--- src/rtl/dvd_pkg.sv ---
// dvd_pkg: widths, datapath operation codes and controller states for the
// 128-bit signed/unsigned divider. No dependencies.
package dvd_pkg;

  localparam int unsigned WordW = 128;
  localparam int unsigned HalfW = 64;
  localparam int unsigned CntW  = $clog2(WordW);

  typedef logic [WordW-1:0] word_t;
  typedef logic [HalfW-1:0] half_t;
  typedef logic [CntW-1:0]  cnt_t;

  localparam cnt_t LastStep = cnt_t'(WordW - 1);

  // one command per cycle from the controller to the datapath
  typedef enum logic [2:0] {
    OP_NONE,
    OP_LOAD,
    OP_NEG_N,
    OP_NEG_D,
    OP_STEP,
    OP_NEG_Q,
    OP_NEG_R,
    OP_EMIT
  } dp_op_t;

  typedef enum logic [2:0] {
    S_IDLE,
    S_NEG_N,
    S_NEG_D,
    S_DIV,
    S_NEG_Q,
    S_NEG_R,
    S_OUT
  } dvd_state_t;

endpackage

--- src/rtl/dvd_in_if.sv ---
// dvd_in_if: operand channel of the divider (valid/ready plus payload)
// depends on dvd_pkg
interface dvd_in_if;
  import dvd_pkg::*;

  logic  valid;
  logic  ready;
  logic  cmd;
  half_t dividend_hi;
  half_t dividend_lo;
  half_t divisor_hi;
  half_t divisor_lo;

  modport source (output valid, output cmd, output dividend_hi, output dividend_lo,
                  output divisor_hi, output divisor_lo, input ready);
  modport sink   (input valid, input cmd, input dividend_hi, input dividend_lo,
                  input divisor_hi, input divisor_lo, output ready);
endinterface

--- src/rtl/dvd_out_if.sv ---
// dvd_out_if: result channel of the divider (valid/ready plus payload)
// depends on dvd_pkg
interface dvd_out_if;
  import dvd_pkg::*;

  logic  valid;
  logic  ready;
  half_t quotient_hi;
  half_t quotient_lo;
  half_t remainder_hi;
  half_t remainder_lo;

  modport source (output valid, output quotient_hi, output quotient_lo,
                  output remainder_hi, output remainder_lo, input ready);
  modport sink   (input valid, input quotient_hi, input quotient_lo,
                  input remainder_hi, input remainder_lo, output ready);
endinterface

--- src/rtl/dvd_dp.sv ---
// dvd_dp: divider datapath - operand/quotient shift register, partial
// remainder, one shared 128-bit negator and the result register; uses dvd_pkg
module dvd_dp (
  input  logic            clk,
  input  dvd_pkg::dp_op_t op,
  input  logic            cmd,
  input  dvd_pkg::word_t  dividend,
  input  dvd_pkg::word_t  divisor,
  output dvd_pkg::word_t  quotient,
  output dvd_pkg::word_t  remainder
);
  import dvd_pkg::*;

  word_t n_r, n_nxt;      // dividend, shifted out as quotient bits shift in
  word_t d_r, d_nxt;
  word_t acc_r, acc_nxt;  // partial remainder
  logic  sgn_r, sgn_nxt;
  logic  nneg_r, nneg_nxt;
  logic  dneg_r, dneg_nxt;
  word_t q_out_r, q_out_nxt;
  word_t r_out_r, r_out_nxt;

  word_t              neg_src;
  word_t              neg_res;
  logic [WordW:0]     acc_sh;
  logic [WordW:0]     diff;
  logic               fits;

  // shared negator operand select
  always_comb begin
    case (op)
      OP_NEG_D: neg_src = d_r;
      OP_NEG_R: neg_src = acc_r;
      default:  neg_src = n_r;
    endcase
  end

  assign neg_res = ~neg_src + word_t'(1);

  // restoring step: acc_sh < 2*d, so a 129-bit difference keeps the sign
  assign acc_sh = {acc_r, n_r[WordW-1]};
  assign diff   = acc_sh - {1'b0, d_r};
  assign fits   = ~diff[WordW];

  always_comb begin
    n_nxt     = n_r;
    d_nxt     = d_r;
    acc_nxt   = acc_r;
    sgn_nxt   = sgn_r;
    nneg_nxt  = nneg_r;
    dneg_nxt  = dneg_r;
    q_out_nxt = q_out_r;
    r_out_nxt = r_out_r;
    unique case (op)
      OP_LOAD: begin
        n_nxt    = dividend;
        d_nxt    = divisor;
        acc_nxt  = '0;
        sgn_nxt  = cmd;
        nneg_nxt = cmd & dividend[WordW-1];
        dneg_nxt = cmd & divisor[WordW-1];
      end
      OP_NEG_N: if (nneg_r) n_nxt = neg_res;
      OP_NEG_D: if (dneg_r) d_nxt = neg_res;
      OP_STEP: begin
        n_nxt   = {n_r[WordW-2:0], fits};
        acc_nxt = fits ? diff[WordW-1:0] : acc_sh[WordW-1:0];
      end
      OP_NEG_Q: if (sgn_r && (nneg_r != dneg_r)) n_nxt = neg_res;
      OP_NEG_R: if (nneg_r) acc_nxt = neg_res;
      OP_EMIT: begin
        q_out_nxt = n_r;
        r_out_nxt = acc_r;
      end
      default: ;
    endcase
  end

  always_ff @(posedge clk) begin
    n_r     <= n_nxt;
    d_r     <= d_nxt;
    acc_r   <= acc_nxt;
    sgn_r   <= sgn_nxt;
    nneg_r  <= nneg_nxt;
    dneg_r  <= dneg_nxt;
    q_out_r <= q_out_nxt;
    r_out_r <= r_out_nxt;
  end

  assign quotient  = q_out_r;
  assign remainder = r_out_r;

endmodule

--- src/rtl/dvd_ctrl.sv ---
// dvd_ctrl: divider sequencer - state machine, step counter and result valid
// uses dvd_pkg; drives dvd_dp through dp_op_t commands
module dvd_ctrl (
  input  logic            clk,
  input  logic            rst_n,
  input  logic            in_valid,
  output logic            in_ready,
  output logic            out_valid,
  input  logic            out_ready,
  output dvd_pkg::dp_op_t op
);
  import dvd_pkg::*;

  dvd_state_t state_r, state_nxt;
  cnt_t       cnt_r, cnt_nxt;
  logic       ovld_r, ovld_nxt;
  logic       slot_free;

  assign slot_free = ~ovld_r | out_ready;

  // next state
  always_comb begin
    state_nxt = state_r;
    unique case (state_r)
      S_IDLE:  if (in_valid) state_nxt = S_NEG_N;
      S_NEG_N: state_nxt = S_NEG_D;
      S_NEG_D: state_nxt = S_DIV;
      S_DIV:   if (cnt_r == LastStep) state_nxt = S_NEG_Q;
      S_NEG_Q: state_nxt = S_NEG_R;
      S_NEG_R: state_nxt = S_OUT;
      S_OUT:   if (slot_free) state_nxt = S_IDLE;
      default: state_nxt = S_IDLE;
    endcase
  end

  // outputs
  always_comb begin
    op       = OP_NONE;
    in_ready = 1'b0;
    unique case (state_r)
      S_IDLE: begin
        in_ready = 1'b1;
        if (in_valid) op = OP_LOAD;
      end
      S_NEG_N: op = OP_NEG_N;
      S_NEG_D: op = OP_NEG_D;
      S_DIV:   op = OP_STEP;
      S_NEG_Q: op = OP_NEG_Q;
      S_NEG_R: op = OP_NEG_R;
      S_OUT:   if (slot_free) op = OP_EMIT;
      default: ;
    endcase
  end

  always_comb begin
    cnt_nxt  = (state_r == S_DIV) ? cnt_r + cnt_t'(1) : '0;
    ovld_nxt = (op == OP_EMIT) ? 1'b1 : (ovld_r & ~out_ready);
  end

  always_ff @(posedge clk) begin
    if (!rst_n) begin
      state_r <= S_IDLE;
      cnt_r   <= '0;
      ovld_r  <= 1'b0;
    end else begin
      state_r <= state_nxt;
      cnt_r   <= cnt_nxt;
      ovld_r  <= ovld_nxt;
    end
  end

  assign out_valid = ovld_r;

  a_cnt_idle: assert property (@(posedge clk) disable iff (!rst_n)
    state_r != S_DIV |-> cnt_r == '0)
    else $error("step counter not clear outside division");

  a_div_exit: assert property (@(posedge clk) disable iff (!rst_n)
    (state_r == S_DIV && cnt_r == LastStep) |=> state_r == S_NEG_Q)
    else $error("division did not end after the last step");

  a_accept: assert property (@(posedge clk) disable iff (!rst_n)
    (in_valid && in_ready) |=> state_r == S_NEG_N)
    else $error("accepted transfer did not start a division");

  a_emit: assert property (@(posedge clk) disable iff (!rst_n)
    op == OP_EMIT |=> ovld_r)
    else $error("result loaded but not flagged valid");

endmodule

--- src/rtl/divider_128bit_signed_unsigned_top.sv ---
// divider_128bit_signed_unsigned_top: 128-bit signed/unsigned divider top level
// depends on dvd_pkg, dvd_in_if, dvd_out_if, dvd_ctrl, dvd_dp
//
// Restoring radix-2 divider for 128-bit operands, giving quotient and
// remainder together. cmd = 0 divides unsigned, cmd = 1 divides signed with
// truncation: the core divides magnitudes, the quotient is negated when the
// operand signs differ and the remainder takes the dividend's sign. A zero
// divisor yields an all-ones unsigned quotient (sign rule applied in signed
// mode) and the dividend as remainder. One operand transfer is taken at a
// time. The operands load at the accepting edge itself, then the sequencer
// runs operand sign fix-up (dividend, then divisor) on a shared 128-bit
// negator, the shift-subtract loop (one quotient bit per cycle, using a
// 129-bit subtract), result sign fix-up (quotient, then remainder) and the
// load of the output register. The sequencer returns to idle at the same
// edge that loads the output register, so it can accept the next operand
// transfer while that result is offered. The
// output register is separate from the working registers, so a new operand
// transfer can be accepted while the previous result still waits; the
// sequencer only stalls in its last step if that older result has not been
// taken yet.
module divider_128bit_signed_unsigned_top (
  input  logic      clk,
  input  logic      rst_n,
  dvd_in_if.sink    in_ch,
  dvd_out_if.source out_ch
);
  import dvd_pkg::*;

  dp_op_t op;
  word_t  dividend;
  word_t  divisor;
  word_t  quotient;
  word_t  remainder;

  // reassemble 128-bit operands from the 64-bit halves
  assign dividend = {in_ch.dividend_hi, in_ch.dividend_lo};
  assign divisor  = {in_ch.divisor_hi, in_ch.divisor_lo};

  // sequencer: owns state, step count and the result valid flag
  dvd_ctrl u_ctrl (
    .clk       (clk),
    .rst_n     (rst_n),
    .in_valid  (in_ch.valid),
    .in_ready  (in_ch.ready),
    .out_valid (out_ch.valid),
    .out_ready (out_ch.ready),
    .op        (op)
  );

  // datapath: operands, partial remainder, negator, result register
  dvd_dp u_dp (
    .clk       (clk),
    .op        (op),
    .cmd       (in_ch.cmd),
    .dividend  (dividend),
    .divisor   (divisor),
    .quotient  (quotient),
    .remainder (remainder)
  );

  // split results back into halves
  assign out_ch.quotient_hi  = quotient[WordW-1:HalfW];
  assign out_ch.quotient_lo  = quotient[HalfW-1:0];
  assign out_ch.remainder_hi = remainder[WordW-1:HalfW];
  assign out_ch.remainder_lo = remainder[HalfW-1:0];

endmodule
--- src/flat_wrapper.sv ---
// flat-port wrapper written by rule: the top's interface ports become plain ports
module divider_128bit_signed_unsigned_top_flat import dvd_pkg::*;
  (clk, rst_n, in_ch_valid, in_ch_cmd, in_ch_dividend_hi, in_ch_dividend_lo, in_ch_divisor_hi, in_ch_divisor_lo, in_ch_ready, out_ch_valid, out_ch_quotient_hi, out_ch_quotient_lo, out_ch_remainder_hi, out_ch_remainder_lo, out_ch_ready);
  dvd_in_if in_ch_i ();
  dvd_out_if out_ch_i ();
  input  logic clk;
  input  logic rst_n;
  input wire logic [$bits(in_ch_i.valid)-1:0] in_ch_valid;
  input wire logic [$bits(in_ch_i.cmd)-1:0] in_ch_cmd;
  input wire logic [$bits(in_ch_i.dividend_hi)-1:0] in_ch_dividend_hi;
  input wire logic [$bits(in_ch_i.dividend_lo)-1:0] in_ch_dividend_lo;
  input wire logic [$bits(in_ch_i.divisor_hi)-1:0] in_ch_divisor_hi;
  input wire logic [$bits(in_ch_i.divisor_lo)-1:0] in_ch_divisor_lo;
  output wire logic [$bits(in_ch_i.ready)-1:0] in_ch_ready;
  output wire logic [$bits(out_ch_i.valid)-1:0] out_ch_valid;
  output wire logic [$bits(out_ch_i.quotient_hi)-1:0] out_ch_quotient_hi;
  output wire logic [$bits(out_ch_i.quotient_lo)-1:0] out_ch_quotient_lo;
  output wire logic [$bits(out_ch_i.remainder_hi)-1:0] out_ch_remainder_hi;
  output wire logic [$bits(out_ch_i.remainder_lo)-1:0] out_ch_remainder_lo;
  input wire logic [$bits(out_ch_i.ready)-1:0] out_ch_ready;
  assign in_ch_i.valid = in_ch_valid;
  assign in_ch_i.cmd = in_ch_cmd;
  assign in_ch_i.dividend_hi = in_ch_dividend_hi;
  assign in_ch_i.dividend_lo = in_ch_dividend_lo;
  assign in_ch_i.divisor_hi = in_ch_divisor_hi;
  assign in_ch_i.divisor_lo = in_ch_divisor_lo;
  assign in_ch_ready = in_ch_i.ready;
  assign out_ch_valid = out_ch_i.valid;
  assign out_ch_quotient_hi = out_ch_i.quotient_hi;
  assign out_ch_quotient_lo = out_ch_i.quotient_lo;
  assign out_ch_remainder_hi = out_ch_i.remainder_hi;
  assign out_ch_remainder_lo = out_ch_i.remainder_lo;
  assign out_ch_i.ready = out_ch_ready;
  divider_128bit_signed_unsigned_top u_core (.clk(clk), .rst_n(rst_n), .in_ch(in_ch_i), .out_ch(out_ch_i));
endmodule
--- config.mk ---
export PLATFORM = sky130hd
export DESIGN_NAME = divider_128bit_signed_unsigned_top_flat
export DESIGN_NICKNAME = d
export VERILOG_FILES = /design/src/rtl/dvd_pkg.sv /design/src/rtl/dvd_in_if.sv /design/src/rtl/dvd_out_if.sv /design/src/rtl/dvd_dp.sv /design/src/rtl/dvd_ctrl.sv /design/src/rtl/divider_128bit_signed_unsigned_top.sv /design/src/flat_wrapper.sv
export SDC_FILE = /design/constraint.sdc
export NUM_CORES = 1
export LEC_CHECK = 0
export BUFFER_PORTS_ARGS = -buffer_cell sky130_fd_sc_hd__buf_2
export CAP_MARGIN = 20
export CORE_MARGIN = 4
export CORE_UTILIZATION = 35
export CTS_CLUSTER_DIAMETER = 120
export DETAILED_ROUTE_END_ITERATION = 8
export PLACE_DENSITY = 0.56
export SKIP_CTS_REPAIR_TIMING = 1
export SLEW_MARGIN = 0
export SYNTH_ARGS = -nofsm -noshare
export SYNTH_HDL_FRONTEND = slang
export SYNTH_SLANG_ARGS = --single-unit
--- constraint.sdc ---
create_clock -name clk -period 34.5 [get_ports clk]
set_input_delay 1.725 -clock clk [delete_from_list [all_inputs] [get_ports clk]]
set_output_delay 1.725 -clock clk [all_outputs]
set_load 0.02 [all_outputs]
# Word-level counts from Yosys, hierarchy flattened
# Index checks and enable logic that the tools add are counted.
# totals
wordCells	71
input_bits	261
romBits	0
latchBits	0
regBits	654
ramBits	0
memories	0
# op_classes
n_bitwise	8
shift	0
n_eq_ne	22
mul	0
n_div	0
add_sub_neg	3
reduce_logical	10
mux	17
n_lt_le_gt_ge	0
# ops
op	n
2-to-1 mux 128 bit	4
one-hot mux 128 bit (2 select lines)	2
one-hot mux 128 bit (4 select lines)	1
one-hot mux 128 bit (3 select lines)	1
subtractor 129 x 128 -> 129 bit	1
adder 128 x 1 -> 128 bit, second input constant	1
NOT 128 bit	1
one-hot mux 3 bit (7 select lines)	2
equality test 3 bit, second input constant	7
inequality test 2 bit, second input constant	7
equality test 3 x 2 -> 1 bit, second input constant	4
2-to-1 mux 3 bit	4
adder 7 x 1 -> 7 bit, second input constant	1
equality test 7 bit, second input constant	1
equality test 3 x 1 -> 1 bit, second input constant	2
AND reduction 2 bit	3
AND reduction 3 bit	2
nonzero test 4 bit	1
AND 1 bit	3
zero test 3 bit	1
2-to-1 mux 1 bit	3
NOT 1 bit	3
nonzero test 3 bit	1
nonzero test 2 bit	1
other kinds (3)	3

# Longest topological paths before layout
# Gate-level depths: netlist of run 1.
# depth
depth_word	10
mapped_depth	17
mapped_depth_nobuf	15

# Modules after synthesis
# A second synthesis of run 1 with hierarchy kept.
# unflattened
cells_unflattened	4308
hier_area_um2	41503.6
# by_module_without_submodules
module	instances	cells_each	seq_area_each_um2	area_each_um2
dvd_dp	1	4241	19308.5	40956.8
dvd_ctrl	1	67	220.2	546.8

# Worst setup path before layout of run 1
# No wires, ideal clock.
# synth_timing
path_type	input to register
startpoint	in out_ch_ready
endpoint	reg u_core.u_dp.q_out_r[0] (netlist: u_core.u_dp.quotient[0]), enable pin
cell_stages	2
setup_ps	1191
slack_ps	14223
t_arrival_ps	19086
required_ps	33309
cell_sequence	nor2b_1 nor3_1
# synth_between
elab_chain_len	4
# synth_lines
element	line_no	rtl
start, declared	flat_wrapper.sv:20	input wire logic [$bits(out_ch_i.ready)-1:0] out_ch_ready;
OR 1 bit	dvd_ctrl.sv:19	assign slot_free = ~ovld_r | out_ready;
2-to-1 mux 3 bit	dvd_ctrl.sv:50	S_OUT: if (slot_free) op = OP_EMIT;
one-hot mux 3 bit (7 select lines)	dvd_ctrl.sv:40	unique case (state_r)
equality test 3 bit	dvd_dp.sv:54	unique case (op)
end signal, assigned	dvd_dp.sv:86	q_out_r <= q_out_nxt;
end, declared	dvd_dp.sv:20	word_t q_out_r, q_out_nxt;
# No other way between the ends.
# A chain may end at the register's enable or synchronous reset.

# Final worst setup path of run 1
# layout_timing
startpoint	reg u_core.u_ctrl.state_r[2]
endpoint	reg u_core.u_dp.d_r[107] (data pin)
# layout_between
elab_chain_len	8
word_cells_on_any_way	16
cone_classes	1 x add/sub; 9 x eq/ne; 4 x mux; 1 x bitwise; 1 x reduce/logical
# layout_lines
element	line_no	rtl
start, declared	dvd_ctrl.sv:14	dvd_state_t state_r, state_nxt;
start signal, assigned	dvd_ctrl.sv:66	state_r <= state_nxt;
equality test 3 bit (tied with other cells)	dvd_ctrl.sv:40	
one-hot mux 3 bit (7 select lines) *	dvd_ctrl.sv:40	
equality test 3 bit / equality test 3 x 2 -> 1 bit (equally long branches)	dvd_dp.sv:31, dvd_dp.sv:54	
one-hot mux 128 bit (2 select lines)	dvd_dp.sv:31	case (op)
NOT 128 bit	dvd_dp.sv:38	assign neg_res = ~neg_src + word_t'(1);
adder 128 x 1 -> 128 bit	dvd_dp.sv:38	
2-to-1 mux 128 bit	dvd_dp.sv:64	OP_NEG_D: if (dneg_r) d_nxt = neg_res;
one-hot mux 128 bit (2 select lines) *	dvd_dp.sv:54	
named net u_core.u_dp.d_nxt[107]	dvd_dp.sv:15	word_t d_r, d_nxt;
end signal, assigned	dvd_dp.sv:81	d_r <= d_nxt;
end, declared	dvd_dp.sv:15	
# Mark *: on every way through the listed nets, which the timed path passes. The rest lies on a longest branch. The select of a mux whose other input is x is not followed.

==> metrics, run 1 <==
CTS Root Cell=clkbuf_16; R2R depth=15; Mapped Cells=4090; setup slack after layout=28.04 ns; worst skew pair latency=0.68 ns; PD cells=about 67 mW/mm2; highest metal layer with signal wires=met5; row count=~120; Filler Cell Count=about 11000; P&R area growth vs syn=15.66%; ANT nets after route=0; simple-gate share of the synthesized area=14.88%; status=finished clean; CP startpoint kind=flop; Reg clk slew, reported paths=~0.060 ns; final setup vio count=0; Initial Utilization=35.45%; port bufs=518; I/O Pins=519; warnings from Yosys=0; Met1 Routed Length=roughly 65000 um; RSZ-0062 raised after global routing=no; Setup crit start=u_core.u_ctrl.state_r[2]; Synth Cell Area=0.04010 mm2; FF+latch count, synth=654; fmax=approximately 150 MHz; TritonRoute pass-1 iters=8; CP Max Fanout=80; total core area=0.1131 mm2; All-Layer GR Usage=approximately 24%; minimum hold slack=roughly 0.45 ns; initial antenna violation count=14; Detailed Place HPWL=110300 um; Sum Neg Setup Slack=0 ns; critical path data required time=34.85 ns; Slew Limit Headroom=32.37%; Synth Net Count=about 4500; Max Clock Skew=0.05071 ns; total congestion overflow=0; CTS tree=built; r2r startpoint=u_core.u_ctrl.state_r[2]; period utilization=around a fifth; crit path DAT=around 6.8 ns; DRT Wirelength=151400 um; layout cells sized above 1=17.15%; XOR/XNOR share of the synthesized area=4.827%; met3 WL=~13000 um; Setup crit end=u_core.u_dp.d_r[107]; placed inst area=0.04376 mm2; met2 wire len=69100 um; Critical R2R Capture=u_core.u_dp.d_r[107]; synthesized area per cell=9.805 um2; Max-Cap Viols=0; dominant synthesized flop cell=edfxtp_1; Compound-Gate Fraction of Synth Area=22.39%; die area=0.1201 mm2; crit path kind=reg2reg; Pins Over Slew Limit=0; Iter 0 DRT Violations=3366; final std cells w/o fill=6016; Setup crit end kind=flop; hold depth=1; pre-CTS setup slack=between 20 and 30 ns; count of final hold-check violations=0; Wirelength per Cell=~25 um; finished layout cell area=0.04638 mm2; Pwr Total=3.085 mW; Max VDD drop=between 0.03 and 0.04 mV; Pleak=17.51 nW; combinational family with the most area after synthesis=compound AO/OA/AOI/OAI gates; vias in the first global route=~34000; Clock Sinks=between 600 and 700; clk buf depth=3; post-synthesis mux area share=less than 1%; placed cells=5861; Layout Nets=4834; vias per cell=5.841; Adder-Cell Fraction of Synth Area=4.075%; fin crit period=6.459 ns; die outline height=346.5 um; Netlist cell types=100; hold crit path type=reg2reg; Slew @ Worst Pin=a little over 1 ns; Die Wd=346.5 um; EDFF count, synth=643; clock buffer count from CTS=80; Multi-input gate area=0.01881 mm2; Synth async-reset ratio=0%; largest net degree at the start of global routing=142; RD Place Congestion=between 0.9 and 1; first-pass GRT wire length=222200 um; CTS H-tree lvls=3; post-synthesis sequential area ratio=a little under 50%; vias post-DR=35139; # DRC=0; fin util=41.00%; register area=around 0.020 mm2; R2R setup slack=28.04 ns
[flip-flops by register name, indices dropped and copies added, names as in the netlist]
signal / cells
u_core.u_dp.d_r: 128
u_core.u_dp.dneg_r: 1
u_core.u_dp.acc_r: 128
u_core.u_dp.nneg_r: 1
u_core.u_dp.n_r: 128
u_core.u_dp.remainder: 128
u_core.u_ctrl.state_r: 3
u_core.u_dp.quotient: 128
u_core.u_ctrl.cnt_r: 7
u_core.u_dp.sgn_r: 1
u_core.u_ctrl.out_valid: 1
[critical path: stages, from the launching register on]
cell      delay [ns]
dfxtp_4         0.47
buf_4           0.38
inv_2           0.18
nand3_4         0.69
buf_4           0.66
o221ai_1        0.50
nand4_1         0.33
nor2_2          0.43
nand2_2         0.32
nor3_4          0.25
buf_4           0.34
and2_1          0.42
nand3_4         0.14
nor4_2          0.60
or2_1           0.25
o21ai_1         0.08
[cell usage after synthesis (28+ instances only)]
| cell | number | area [um2] |
|---|---|---|
| xor2_1 | 93 | 814.5 |
| xnor2_1 | 123 | 1077 |
| clkbuf_1 | 194 | 728.2 |
| buf_2 | 62 | 310.3 |
| and3_1 | 28 | 175.2 |
| nor3b_1 | 84 | 630.6 |
| a22oi_1 | 142 | 1066 |
| nand2_1 | 352 | 1321 |
| nand3_1 | 49 | 245.2 |
| a21o_1 | 80 | 600.6 |
| nor3_1 | 78 | 390.4 |
| ha_1 | 129 | 1614 |
| a21oi_1 | 282 | 1411 |
| edfxtp_1 | 643 | 19310 |
| o21ai_1 | 96 | 480.5 |
| o21ai_0 | 430 | 2152 |
| nor2_1 | 350 | 1314 |
| inv_1 | 165 | 619.3 |
| o21bai_1 | 37 | 277.8 |
| o22ai_1 | 63 | 394.1 |
| nand4_1 | 79 | 494.2 |
| o221ai_1 | 132 | 1156 |
[power breakdown]
| group | switching [mW] | total, mW | internal [mW] | leakage, nW |
|---|---|---|---|---|
| clock | 0.365 | 0.851 | 0.485 | 1.25 |
| combinational | 0.732 | 1.09 | 0.361 | 10.1 |
| sequential | 0.118 | 1.14 | 1.02 | 6.15 |
| total | 1.22 | 3.08 | 1.87 | 17.5 |
[cells by family (layout without fill, tap and decap cells)]
logic type | Yosys count | after routing
AOI/OAI and AO/OA | 1430 | 1430
xor gates and xnor gates | 218 | 218
adders and majority gates | 130 | 130
buffers and inverters | 453 | 871
DFF | 654 | 654
muxes | 18 | 18
other | 0 | 8
and+or+nand+nor | 1187 | 1187
[placed cells by master, fill, tap and decap left out, types with 17 or more instances in the layout]
cell type	instances
buf_4	36
and3_1	28
mux2i_1	17
clkbuf_16	84
nand3_1	48
nor3b_1	84
o32ai_1	22
xor2_1	93
o21a_1	22
o21ai_0	430
nor2b_1	24
o221ai_1	132
o22ai_1	63
nor2_1	349
nand4_1	79
nand2_1	351
a21o_1	78
o21bai_1	37
a22oi_1	142
ha_1	129
a21oi_1	281
inv_1	165
buf_2	518
a31oi_1	22
nor3_1	77
nand2b_1	17
xnor2_1	123
o21ai_1	96
edfxtp_1	643
[area by class of cell]
| cell class | count | area share, % |
|---|---|---|
| clock buffer | 96 | 4.629 |
| antenna | 8 | 0.04316 |
| clock inverter | 51 | 0.9792 |
| multi-input combinational | 2983 | 40.56 |
| inverter | 168 | 1.360 |
| timing repair buffer | 556 | 6.258 |
| sequential | 654 | 42.13 |
| tap | 1500 | 4.046 |
[worst min-delay path by stage]
stage,from,to
4_1_cts,u_core.u_ctrl.cnt_r[0],u_core.u_ctrl.cnt_r[0]
6_report,u_core.u_ctrl.cnt_r[0],u_core.u_ctrl.cnt_r[0]
2_1_floorplan,u_core.u_ctrl.cnt_r[0],u_core.u_ctrl.cnt_r[0]
5_1_grt,u_core.u_ctrl.cnt_r[0],u_core.u_ctrl.cnt_r[0]
3_3_place_gp,u_core.u_ctrl.cnt_r[0],u_core.u_ctrl.cnt_r[0]
3_5_place_dp,u_core.u_ctrl.cnt_r[0],u_core.u_ctrl.cnt_r[0]
[layer usage]
metal,up-vias,track usage [%]
li1,16151,-
met1,17133,32.80
met2,1638,38.21
met3,213,5.171
met4,4,7.614
met5,-,0
Note: power is estimated with default switching activity, not from simulation.
==> run 2: changes to the inputs <==
PLACE_DENSITY = 0.58   (was 0.56)
clock period = 5.6 ns   (was 34.5 ns; I/O delays follow)
==> run 2 against run 1 <==
Against the previous run:
- the run now ends with negative hold slack left
- flip-flop and latch count stayed put
- count of clock-buffer cells in the layout is 6 lower
- highest routed layer unchanged
- clock skew is 0.018 ns lower
- via count is 2.8% higher
- non-clock buffer count is 281 higher
- setup slack worse by 28 ns
- worst hold slack worse by 0.48 ns
- maximum frequency is 25% higher
==> metrics, run 2 (synthesis results as in run 1) <==
R2R setup slack=0.45 ns; count of final hold-check violations=2; Filler Cell Count=about 11000; I/O Pins=approximately 520; Iter 0 DRT Violations=3828; total congestion overflow=0; Initial Utilization=35.45%; RSZ-0062 raised after global routing=no; P&R area growth vs syn=23.38%; die outline height=346.5 um; minimum hold slack=-0.03848 ns; PD cells=a little under 400 mW/mm2; most frequent cells in the layout=edfxtp_1, buf_2, o21ai_0; Pleak=approximately 19 nW; final setup vio count=0; vias post-DR=36126; Slew Limit Headroom=30.67%; final std cells w/o fill=6297; Slowest cell on crit path=dfxtp_4; crit path kind=reg2reg; total core area=roughly 0.11 mm2; r2r startpoint=u_core.u_ctrl.state_r[1]; Die Wd=between 300 and 400 um; setup slack after layout=0.4518 ns; Setup crit end=u_core.u_dp.acc_r[120]; clock buffer count from CTS=79; pre-CTS setup slack=0.4872 ns; clk buf depth=3; Max VDD drop=0.2482 mV; CP Cell Sequence=nand3b_4, o21ai_4, buf_12, o221ai_1, nand3_1, nor3_1, buf_4, nand3b_2, nor3_4, buf_4, and3_1, nand3_2, nor2_1, xor2_1, o221ai_1; Multi-input gate area=0.01882 mm2; Setup crit start=u_core.u_ctrl.state_r[1]; R2R depth=15; Sum Neg Setup Slack=0 ns; TritonRoute pass-1 iters=6; first-pass GRT wire length=224600 um; CP startpoint kind=flop; Setup crit end kind=flop; row count=123; layout cells sized above 1=17.04%; CTS tree=built; DRT Wirelength=154400 um; # DRC=0; Reg clk slew, reported paths=roughly 0.060 ns; RD Place Congestion=0.9252; commonest non-fill, non-tap cell in the layout=edfxtp_1; Worst Path Buf+Inv=3; ANT nets after route=0; cell family with most CP delay=simple AND/OR/NAND/NOR gates; CP Max Fanout=44; vias in the first global route=34025; vias per cell=5.737; placed cells=5893; Critical R2R Capture=u_core.u_dp.acc_r[120]; critical path data required time=5.96 ns; fin util=43.74%; All-Layer GR Usage=24.24%; CTS Root Cell=clkbuf_16; Max-Cap Viols=0; Layout Nets=5114; crit path DAT=5.51 ns; Pins Over Slew Limit=0; Wirelength per Cell=24.51 um; die area=0.1201 mm2; initial antenna violation count=9; Pwr Total=between 15 and 20 mW; worst skew pair latency=0.68 ns; Clock Sinks=about 650; period utilization=91.93%; Crit path depth=15; Detailed Place HPWL=110700 um; port bufs=518; Slew @ Worst Pin=1.040 ns; finished layout cell area=~0.05 mm2; failing checks=negative hold slack; status=complete, but fails checks; hold crit path type=in2reg; CTS H-tree lvls=3; largest net degree at the start of global routing=132; fin crit period=5.148 ns; max incr delay on CP=~0.7 ns; Max Clock Skew=0.03301 ns; placed inst area=0.04421 mm2; register area=0.01954 mm2; fmax=194.2 MHz
==> run 2: cell types whose count changed in the layout (fill, tap and decap cells not counted), moves of 6 or more <==
cell,delta
clkinv_4,-6
buf_12,+16
clkinv_1,-8
dlygate4sd3_1,+249
bufinv_16,+7
buf_4,+15
==> run 2: layout make-up <==
type / instances / area share (%)
Sequential cell: 654 / 39.49
Multi-Input combinational cell: 2983 / 38.03
Timing Repair Buffer: 837 / 11.79
Clock buffer: 90 / 4.142
Tap cell: 1500 / 3.793
Clock inverter: 56 / 1.434
Inverter: 168 / 1.274
Antenna cell: 9 / 0.04552
==> run 2: tightest hold or removal path, cell delays in order <==
cell	delay, ns
buf_2	0.08
a22oi_1	0.08
o21ai_0	0.08
==> run 2: how the worst min path moves through the flow <==
stage | startpoint | endpoint | slack (ns) | cells past startpoint
6_report | in_ch_dividend_hi[6] | u_core.u_dp.n_r[70] | -0.04 | 3
5_1_grt | in_ch_dividend_hi[6] | u_core.u_dp.n_r[70] | 0.01 | 3
3_5_place_dp | u_core.u_ctrl.cnt_r[0] | u_core.u_ctrl.cnt_r[0] | 0.43 | 1
4_1_cts | in_ch_cmd | u_core.u_dp.sgn_r | -0.20 | 1
2_1_floorplan | in_ch_cmd | u_core.u_dp.sgn_r | 0.38 | 0
3_3_place_gp | u_core.u_ctrl.cnt_r[0] | u_core.u_ctrl.cnt_r[0] | 0.43 | 1
==> run 2: power breakdown <==
part | internal, mW | total [mW] | switching (mW)
clock network | 3.23 | 5.54 | 2.31
registers | 6.30 | 6.98 | 0.679
logic | 2.43 | 7.07 | 4.63
==> run 2: metal layers <==
metal  track usage (%)  up-vias  wire (um)
met5                 0        -         27
met4             6.744        4       3944
met3             4.367      197      11290
met2             38.50     1602      70580
met1             34.03    17609      68510
li1                  -    16714          -
